===== src/design/rsi_outbuf.sv =====
module rsi_outbuf #(
    parameter int DW = 104
) (
    input  logic          aclk,
    input  logic          aresetn,
    output logic          en,
    input  logic          in_valid,
    input  logic [DW-1:0] in_data,
    output logic          m_valid,
    input  logic          m_ready,
    output logic [DW-1:0] m_data
);

    logic          out_valid_reg, out_valid_next;
    logic          skid_valid_reg, skid_valid_next;
    logic [DW-1:0] out_data_reg, out_data_next;
    logic [DW-1:0] skid_data_reg, skid_data_next;
    logic          push;

    // pipeline moves whenever the skid slot is free
    assign en   = !skid_valid_reg;
    assign push = in_valid && !skid_valid_reg;

    always_comb begin
        out_valid_next  = out_valid_reg;
        out_data_next   = out_data_reg;
        skid_valid_next = skid_valid_reg;
        skid_data_next  = skid_data_reg;
        if (!out_valid_reg || m_ready) begin
            if (skid_valid_reg) begin
                out_valid_next  = 1'b1;
                out_data_next   = skid_data_reg;
                skid_valid_next = 1'b0;
            end else begin
                out_valid_next = push;
                out_data_next  = in_data;
            end
        end else if (push) begin
            // output stalled: park the beat
            skid_valid_next = 1'b1;
            skid_data_next  = in_data;
        end
    end

    always_ff @(posedge aclk) begin
        if (!aresetn) begin
            out_valid_reg  <= 1'b0;
            skid_valid_reg <= 1'b0;
        end else begin
            out_valid_reg  <= out_valid_next;
            skid_valid_reg <= skid_valid_next;
        end
    end

    always_ff @(posedge aclk) begin
        out_data_reg  <= out_data_next;
        skid_data_reg <= skid_data_next;
    end

    assign m_valid = out_valid_reg;
    assign m_data  = out_data_reg;

endmodule


===== config.mk =====
export PLATFORM = sky130hd
export DESIGN_NAME = rsi_outbuf
export DESIGN_NICKNAME = d
export VERILOG_FILES = /design/src/design/rsi_outbuf.sv
export SDC_FILE = /design/constraint.sdc
export NUM_CORES = 1
export LEC_CHECK = 0
export BUFFER_PORTS_ARGS = -buffer_cell sky130_fd_sc_hd__clkbuf_2
export CAP_MARGIN = 30
export CORE_MARGIN = 2
export CORE_UTILIZATION = 40
export DETAILED_ROUTE_END_ITERATION = 6
export GPL_ROUTABILITY_DRIVEN = 0
export MAX_ROUTING_LAYER = met4
export SLEW_MARGIN = 40
export SYNTH_ARGS = -nofsm -noshare
export SYNTH_HDL_FRONTEND = slang
export SYNTH_SLANG_ARGS = --single-unit

===== constraint.sdc =====
create_clock -name aclk -period 17.85 [get_ports aclk]
set_input_delay 3.57 -clock aclk [delete_from_list [all_inputs] [get_ports aclk]]
set_output_delay 3.57 -clock aclk [all_outputs]
set_load 0.005 [all_outputs]

==> results.py <==
metrics = {
    "timing": {
        "clock.fmax_ghz": 0.178,
        "fin_skew_ns": 0.0100,
        "max-slew-margin-rel_pct": 49.8,
        "min_period_over_period_pct": 31.4,
        "rsz0062_at_grt": "false",
        "report.final.hold_viol_count": 0,
        "period_needed_ns": 5.61,
        "fin_setup_tns_ns": 0,
        "worstMarginPinSlew_ns": 0.753,
        "setup_ws_ns": 12.24,
        "finalSetupViolations": 0,
        "drv_slew": 0,
    },
    "critical_path": {
        "end_kind": "flip-flop",
        "crit_slowest_cell": "buf_4",
        "cp_common_cell": "buf_4",
        "cp_data_arrival_time_ns": 5.73,
        "cp_top_family": "buffers and inverters",
        "slowest_delay_ns": 0.68,
        "crit_fanout": 53,
        "path_class": "primary input to flip-flop",
        "cp.required_ns": 17.97,
        "critical_path_depth": 5,
        "startpoint_type": "primary input",
        "worst-path-buf-inv": 3,
        "cp_cell_sequence": "clkbuf_2 > nand2b_4 > nor3b_2 > buf_4 > buf_4",
        "ff2ff_path_depth": 4,
    },
    "power_and_ir_drop": {
        "p_int_w": 0.000838,
        "clkPwrFrac_pct": 38.5,
        "pwr-share-seq_pct": 55.4,
        "netSwitchingPower_w": 0.000207,
        "combPwrFrac_pct": 6.1,
        "p_leak_nw": 3.74,
        "cellPowerDensity_nw_per_um2": 108,
        "peakVddDrop_mv": 0.0648,
        "switching_share_pct": 19.8,
    },
    "global_route": {
        "grt_pass1_wl_um": 21000,
        "antenna_found_initial": 0,
        "grt_pass1_vias": 3853,
        "grt_util_all_layers_pct": 13.7,
        "grt_max_degree": 64,
        "grt-ovfl-total": 0,
    },
    "layout": {
        "drive_gt1_share_pct": 61.0,
        "insertedDiodeCount": 0,
        "nFillCells": 1564,
        "area_growth_pct": 25.5,
        "nets": 671,
        "finalCoreUtilization_pct": 51.4,
    },
    "detailed_routing": {
        "ant_nets": 0,
        "dr.pass1.iters": 4,
        "vias_per_cell": 4.80,
        "drt_iter0_drc": 185,
        "route.vias.total": 3882,
        "wl_per_cell_um": 17.6,
        "drc": 0,
        "drt_wl_total_um": 14200,
    },
    "die": {
        "initial_core_util_pct": 41.0,
        "core_um2": 18800,
        "die_h_um": 143,
        "die_w_um": 143,
        "die-area_um2": 20400,
        "io_pins": 214,
        "rows": 50,
    },
    "clocking": {
        "hold_buffers": 0,
        "post_cts_buffers": 0,
        "cts.sinks": 210,
        "cts.repair.resized": 0,
        "cts-buffers-inserted": 23,
        "clk_path_buf_depth": 3,
        "cts_tree": "yes",
        "cts_root_buffer": "clkbuf_16",
        "clk_pin_slew_ns": 0.06,
        "cts_max_level": 1,
        "clock_latency_ns": 0.49,
    },
    "run": {
        "maxCapViolCount": 0,
    },
    "placed_design": {
        "dp_hpwl_um": 9230,
        "numPortBuffers": 213,
        "pre_cts_ws_ns": 11.69,
    },
    "synth": {
        "synth_area_um2": 7690,
        "synthCells": 332,
        "ys_ff_latch": 210,
        "synth_nets": 440,
        "ys_warn_count": 0,
        "synthDistinctLibCells": 12,
        "avgSynthCellArea_um2": 23.2,
        "seq_area_frac_synth_pct": 81.7,
    },
    "hold_path": {
        "hold_depth": 1,
        "hp-class": "flip-flop to flip-flop",
    },
    "outcome": {
        "status": "completed",
    },
}
## cell usage in the layout (no fill, tap or decap)
cell type / n
clkbuf_2: 213
edfxtp_1: 208
mux2_2: 77
mux2_4: 27
clkbuf_16: 23
clkinv_1: 7
clkbuf_1: 5
buf_4: 3
nand2b_4: 1
inv_1: 1
nor3b_2: 1
nor2_2: 1
a21boi_0: 1
nor3b_1: 1
inv_6: 1
buf_12: 1
dfxtp_1: 1
buf_6: 1
dfxtp_4: 1
## synthesized netlist by cell type
| master | instances | area share [%] |
|---|---|---|
| nand2b_1 | 1 | 0.081 |
| dfxtp_1 | 2 | 0.52 |
| buf_2 | 7 | 0.46 |
| edfxtp_1 | 208 | 81 |
| nor3b_1 | 2 | 0.20 |
| buf_6 | 4 | 0.59 |
| buf_8 | 1 | 0.20 |
| a21boi_0 | 1 | 0.098 |
| inv_1 | 1 | 0.049 |
| mux2_4 | 27 | 5.3 |
| nor2_2 | 1 | 0.081 |
| mux2_2 | 77 | 11 |
## stage by stage
stage          std cells  hold slack (ns)  power [W]  cell area (um^2)
6_report             808            0.535    0.00105              9660
5_1_grt              808            0.554    0.00109              9660
4_1_cts              808            0.541    0.00106              9650
3_5_place_dp         772            0.532   0.000654              9020
3_3_place_gp         771            0.528   0.000652              9000
2_1_floorplan        332            0.523   0.000616              7690
## per-layer routing
metal	global-route usage, %	share of wire, %
met5	-	0
met4	4.22	2.0
met3	3.76	7.6
met2	20.3	45
met1	18.4	45
## power by group through the flow
stage               combinational (W)  sequential [W]  clock, W
floorplan                   0.0000235        0.000592         0
global route                0.0000699        0.000581  0.000435
detailed placement          0.0000645        0.000589         0
global placement            0.0000630        0.000589         0
finish                      0.0000637        0.000579  0.000402
CTS                         0.0000649        0.000579  0.000415
## cells by family (layout without fill, tap and decap cells)
group	Yosys count	after routing	share of synthesized area (%)
AOI/OAI and AO/OA	1	1	0.0976
buffers and inverters	13	255	1.28
DFF	210	210	81.7
muxes	104	104	16.5
and+or+nand+nor	4	4	0.358
## path summary, 6_finish.rpt
path / from / endpoint / slack (ns)
setup / recovery: m_ready / skid_data_reg[43] / 12.24
hold / removal: skid_data_reg[72] / m_data[72] / 0.53
setup reg to reg: m_valid / skid_data_reg[43] / 15.11
hold reg to reg: skid_data_reg[72] / m_data[72] / 0.53
## cell type report
type / count / area (um^2) / area share, %
Sequential cell: 210 / 6290 / 65.1
Multi-Input combinational cell: 109 / 1320 / 13.7
Timing Repair Buffer: 218 / 1120 / 11.6
Clock buffer: 28 / 594 / 6.16
Tap cell: 234 / 293 / 3.03
Clock inverter: 8 / 35.0 / 0.363
Inverter: 1 / 3.75 / 0.0389
## worst reg2reg max path: stages, from the launching register on
cell and delay (ns):
dfxtp_1 0.37, nand2b_4 0.35, nor3b_2 0.30, buf_4 0.58, buf_4 0.73
(Power assumes the default switching activity.)
