File: src/design/rsi_mul.sv
module rsi_mul #(
    parameter int AW  = 35,
    parameter int BW  = 35,
    parameter int SBW = 1
) (
    input  logic                    aclk,
    input  logic                    aresetn,
    input  logic                    en,
    input  logic                    in_valid,
    input  logic signed [AW-1:0]    a,
    input  logic signed [BW-1:0]    b,
    input  logic [SBW-1:0]          in_sb,
    output logic                    out_valid,
    output logic signed [AW+BW-1:0] p,
    output logic [SBW-1:0]          out_sb
);

    localparam int LA = AW / 2;
    localparam int HA = AW - LA;
    localparam int LB = BW / 2;
    localparam int HB = BW - LB;
    localparam int PW = AW + BW;

    logic [LA-1:0]          a_lo;
    logic [LB-1:0]          b_lo;
    logic signed [HA-1:0]   a_hi;
    logic signed [HB-1:0]   b_hi;

    logic signed [HA+HB-1:0]   hh_reg;
    logic signed [HA+LB:0]     hl_reg;
    logic signed [LA+HB:0]     lh_reg;
    logic [LA+LB-1:0]          ll_reg;
    logic [SBW-1:0]            sb1_reg;
    logic                      v1_reg;
    logic signed [PW-1:0]      p_reg;
    logic signed [PW-1:0]      p_next;
    logic [SBW-1:0]            sb2_reg;
    logic                      v2_reg;

    assign a_lo = a[LA-1:0];
    assign b_lo = b[LB-1:0];
    assign a_hi = a[AW-1:LA];
    assign b_hi = b[BW-1:LB];

    // split into four registered partial products, then sum them into p_reg
    always_ff @(posedge aclk) begin
        if (en) begin
            hh_reg  <= a_hi * b_hi;
            hl_reg  <= a_hi * $signed({1'b0, b_lo});
            lh_reg  <= $signed({1'b0, a_lo}) * b_hi;
            ll_reg  <= a_lo * b_lo;
            sb1_reg <= in_sb;
            p_reg   <= p_next;
            sb2_reg <= sb1_reg;
        end
    end

    assign p_next = (PW'(hh_reg) << (LA + LB)) + (PW'(hl_reg) << LA)
                  + (PW'(lh_reg) << LB) + PW'(ll_reg);

    always_ff @(posedge aclk) begin
        if (!aresetn) begin
            v1_reg <= 1'b0;
            v2_reg <= 1'b0;
        end else if (en) begin
            v1_reg <= in_valid;
            v2_reg <= v1_reg;
        end
    end

    assign out_valid = v2_reg;
    assign p         = p_reg;
    assign out_sb    = sb2_reg;

endmodule

File: config.mk
export PLATFORM = sky130hd
export DESIGN_NAME = rsi_mul
export DESIGN_NICKNAME = d
export VERILOG_FILES = /design/src/design/rsi_mul.sv
export SDC_FILE = /design/constraint.sdc
export NUM_CORES = 2
export LEC_CHECK = 0
export BUFFER_PORTS_ARGS = -buffer_cell sky130_fd_sc_hd__buf_2
export CORE_MARGIN = 2
export CORE_UTILIZATION = 30
export DETAILED_ROUTE_END_ITERATION = 7
export PLACE_DENSITY_LB_ADDON = 0.05
export SLEW_MARGIN = 10
export SYNTH_ARGS = -nofsm -noshare
export SYNTH_HDL_FRONTEND = slang
export SYNTH_SLANG_ARGS = --single-unit
File: constraint.sdc
create_clock -name aclk -period 7 [get_ports aclk]
set_input_delay 0.7 -clock aclk [delete_from_list [all_inputs] [get_ports aclk]]
set_output_delay 0.7 -clock aclk [all_outputs]
set_load 0.02 [all_outputs]
==> results.tsv <==
stage	metric	value	unit
outcome	status	finished clean	
grt	GR Layer Usage met1	0.286	
floorplan	I/O Pins	147	
yosys	EDFF count, synth	214	
worst_hold_path	WHS Path Cells	1	
worst_setup_path	CP max FO	13	
worst_setup_path	r2r worst-path depth	12	
timing	Tmin final	6630	ps
place	placed wire-length estimate	149	mm
cells_and_area	fraction of layout cells with a size suffix above 1	0.119	
worst_setup_path	WS Path Type	input port to flip-flop	
worst_setup_path	CP Buf/Inv Count	9	
grt	busiest grt layer	met2	
route	Final Routed Wirelength	172	mm
worst_setup_path	WP data required	7330	ps
grt	first-pass GRT wire length	264	mm
clock_tree	clk root buf	clkbuf_16	
grt	largest net degree at the start of global routing	84	
clock_tree	Post-CTS Setup Bufs	0	
place	Placed Cells	8319	
grt	initial antenna violation count	14	
worst_setup_path	R2R Path Start	hl_reg[2]	
yosys	number of synthesized register bits	216	
floorplan	Die W	427	um
timing	crit share post-route	0.947	
worst_hold_path	Hold WC Path Type	input port to flip-flop	
route	via/cell ratio	4.45	
route	DRT antenna net count	0	
timing	Slew headroom	0.289	
worst_setup_path	Worst Path Arrival	6970	ps
grt	met3 GRT Util	0.0246	
clock_tree	H-tree Lvls	2	
grt	total gr overflow	0	
cells_and_area	area delta synth->final	15.4	%
worst_hold_path	Hold Path Sink	sb1_reg	
worst_setup_path	startpoint types	input port	
yosys	Cell Area, Synth	53700	sq um
yosys	Synth area leader	fa_1	
yosys	Avg Inst Size Synth	9.63	sq um
cells_and_area	Post-Layout Cell Count	8394	
flow_run	max cap viols	0	
place	GP Congestion	0.825	
grt	GRT Overall Usage	0.194	
timing	Final Hold Vio Count	0	
worst_setup_path	reg2reg setup slack	2000	ps
timing	setup tns final	0	ps
worst_setup_path	CP endpoint kind	flip-flop	
yosys	register area share after synthesis	0.120	
timing	worst-margin pin slew	1060	ps
yosys	Top FF cell, synth	edfxtp_1	
grt	vias in the first global route	41700	
worst_hold_path	Worst Hold Launch	in_sb	
route	# DRC	0	
floorplan	Die H	427	um
route	First DRT Iteration DRCs	1598	
timing	RSZ-0062 raised after global routing	no	
cells_and_area	Largest register FFs	70	
floorplan	row count	155	
route	via count	37400	
yosys	Synth top area share	0.432	
place	Port Buffers	146	
worst_setup_path	Critical R2R Capture	p[69]	
timing	Max Freq	151	MHz
worst_setup_path	CP max-delay cell	fa_1	
yosys	list of most frequent post-synthesis cells	inv_1 (1306), fa_1 (1157), nand2_1 (677), and2_1 (581), ha_1 (473)	
yosys	Synth Instances	5573	
worst_setup_path	CP dominant cell by count	fa_1	
clock_tree	Clock Path Buffers	3	
worst_setup_path	Worst path max stage delay	550	ps
clock_tree	Sink Count	216	
clock_tree	cts repair resizes	0	
route	routed len/inst	20.4	um
yosys	Synth cell types	80	
clock_tree	worst skew pair latency	620	ps
yosys	top-count cell post-synth	inv_1	
timing	# setup viols final	0	
floorplan	core footprint	178000	sq um
grt	GR Util met2	0.304	
yosys	Syn Nets	7278	
timing	Slew Limit Fails	0	
floorplan	die area	182000	sq um
cells_and_area	post-layout utilization of the core	0.348	
cells_and_area	nets@finish	7707	
yosys	Synth area leaders	fa_1 (43%), edfxtp_1 (12%), ha_1 (11%), inv_1 (9.1%), and2_1 (6.8%)	
timing	clk_skew	39.0	ps
yosys	FFs w/ async S/R, synth	0	
floorplan	Starting Density	0.301	
cells_and_area	filler cell count in the final layout	18500	
clock_tree	cts bufs inserted	36	
clock_tree	CTS tree	yes	
route	1st-pass router iterations	5	
worst_setup_path	crit-path leading delay family	adder cells	
clock_tree	# hold bufs at CTS	0	
timing	Final Hold Slack	275	ps
clock_tree	CTS clk-pin slew, worst paths	50	ps
yosys	YS warnings	0	
metrics by stage:
stage / cell area, sq um / worst slack, ps
after floorplan: 53700 / 143
final: 61900 / 369
after global routing: 61900 / 74.5
after CTS: 61900 / 397
after global placement: 60700 / -208
after detailed placement: 60700 / -233
layer usage:
| layer | vias to the layer above | part of all wire |
|---|---|---|
| met2 | 543 | 0.44 |
| met1 | 19100 | 0.50 |
| met5 | - | 0.000076 |
| li1 | 17600 | - |
| met3 | 113 | 0.036 |
| met4 | 2 | 0.020 |
worst max path at each step:
stage,start,cells past startpoint,to
floorplan,a[11],23,lh_reg[29]
global placement,a[32],24,hl_reg[34]
detailed placement,a[32],24,hl_reg[34]
CTS,a[6],27,ll_reg[32]
global route,a[6],27,ll_reg[32]
finish,a[6],27,ll_reg[32]
cell usage in the layout, fill, tap and decap left out, types with 66 or more instances in the layout:
cell	instances
o21ai_0	66
xnor2_1	130
buf_2	145
fa_1	1157
a21oi_1	142
ha_1	473
buf_4	445
edfxtp_1	214
nor2_1	101
inv_1	1306
and2_1	581
nand2_1	677
a21o_1	74
layout make-up:
| type | instances | area (sq um) | area share |
|---|---|---|---|
| Sequential cell | 216 | 6470 | 0.104 |
| Clock inverter | 17 | 228 | 0.00368 |
| Antenna cell | 10 | 25.0 | 0.000404 |
| Inverter | 1306 | 4900 | 0.0792 |
| Tap cell | 2355 | 2950 | 0.0476 |
| Timing Repair Buffer | 637 | 5000 | 0.0808 |
| Multi-Input combinational cell | 3805 | 41400 | 0.668 |
| Clock buffer | 48 | 966 | 0.0156 |
cells by family (layout without fill, tap and decap cells):
group                      Yosys count  in the layout  synth area share
adders and majority gates         1630           1630             0.542
AOI/OAI and AO/OA                  462            462            0.0575
and+or+nand+nor                   1533           1533             0.142
xor gates and xnor gates           176            176            0.0287
DFF                                216            216             0.120
muxes                                4              4          0.000746
buffers and inverters             1552           2008             0.109
other                                0             10                 0
Power is not shown: default switching activity piles up to over one toggle a cycle in this logic, so the estimate is an artifact.
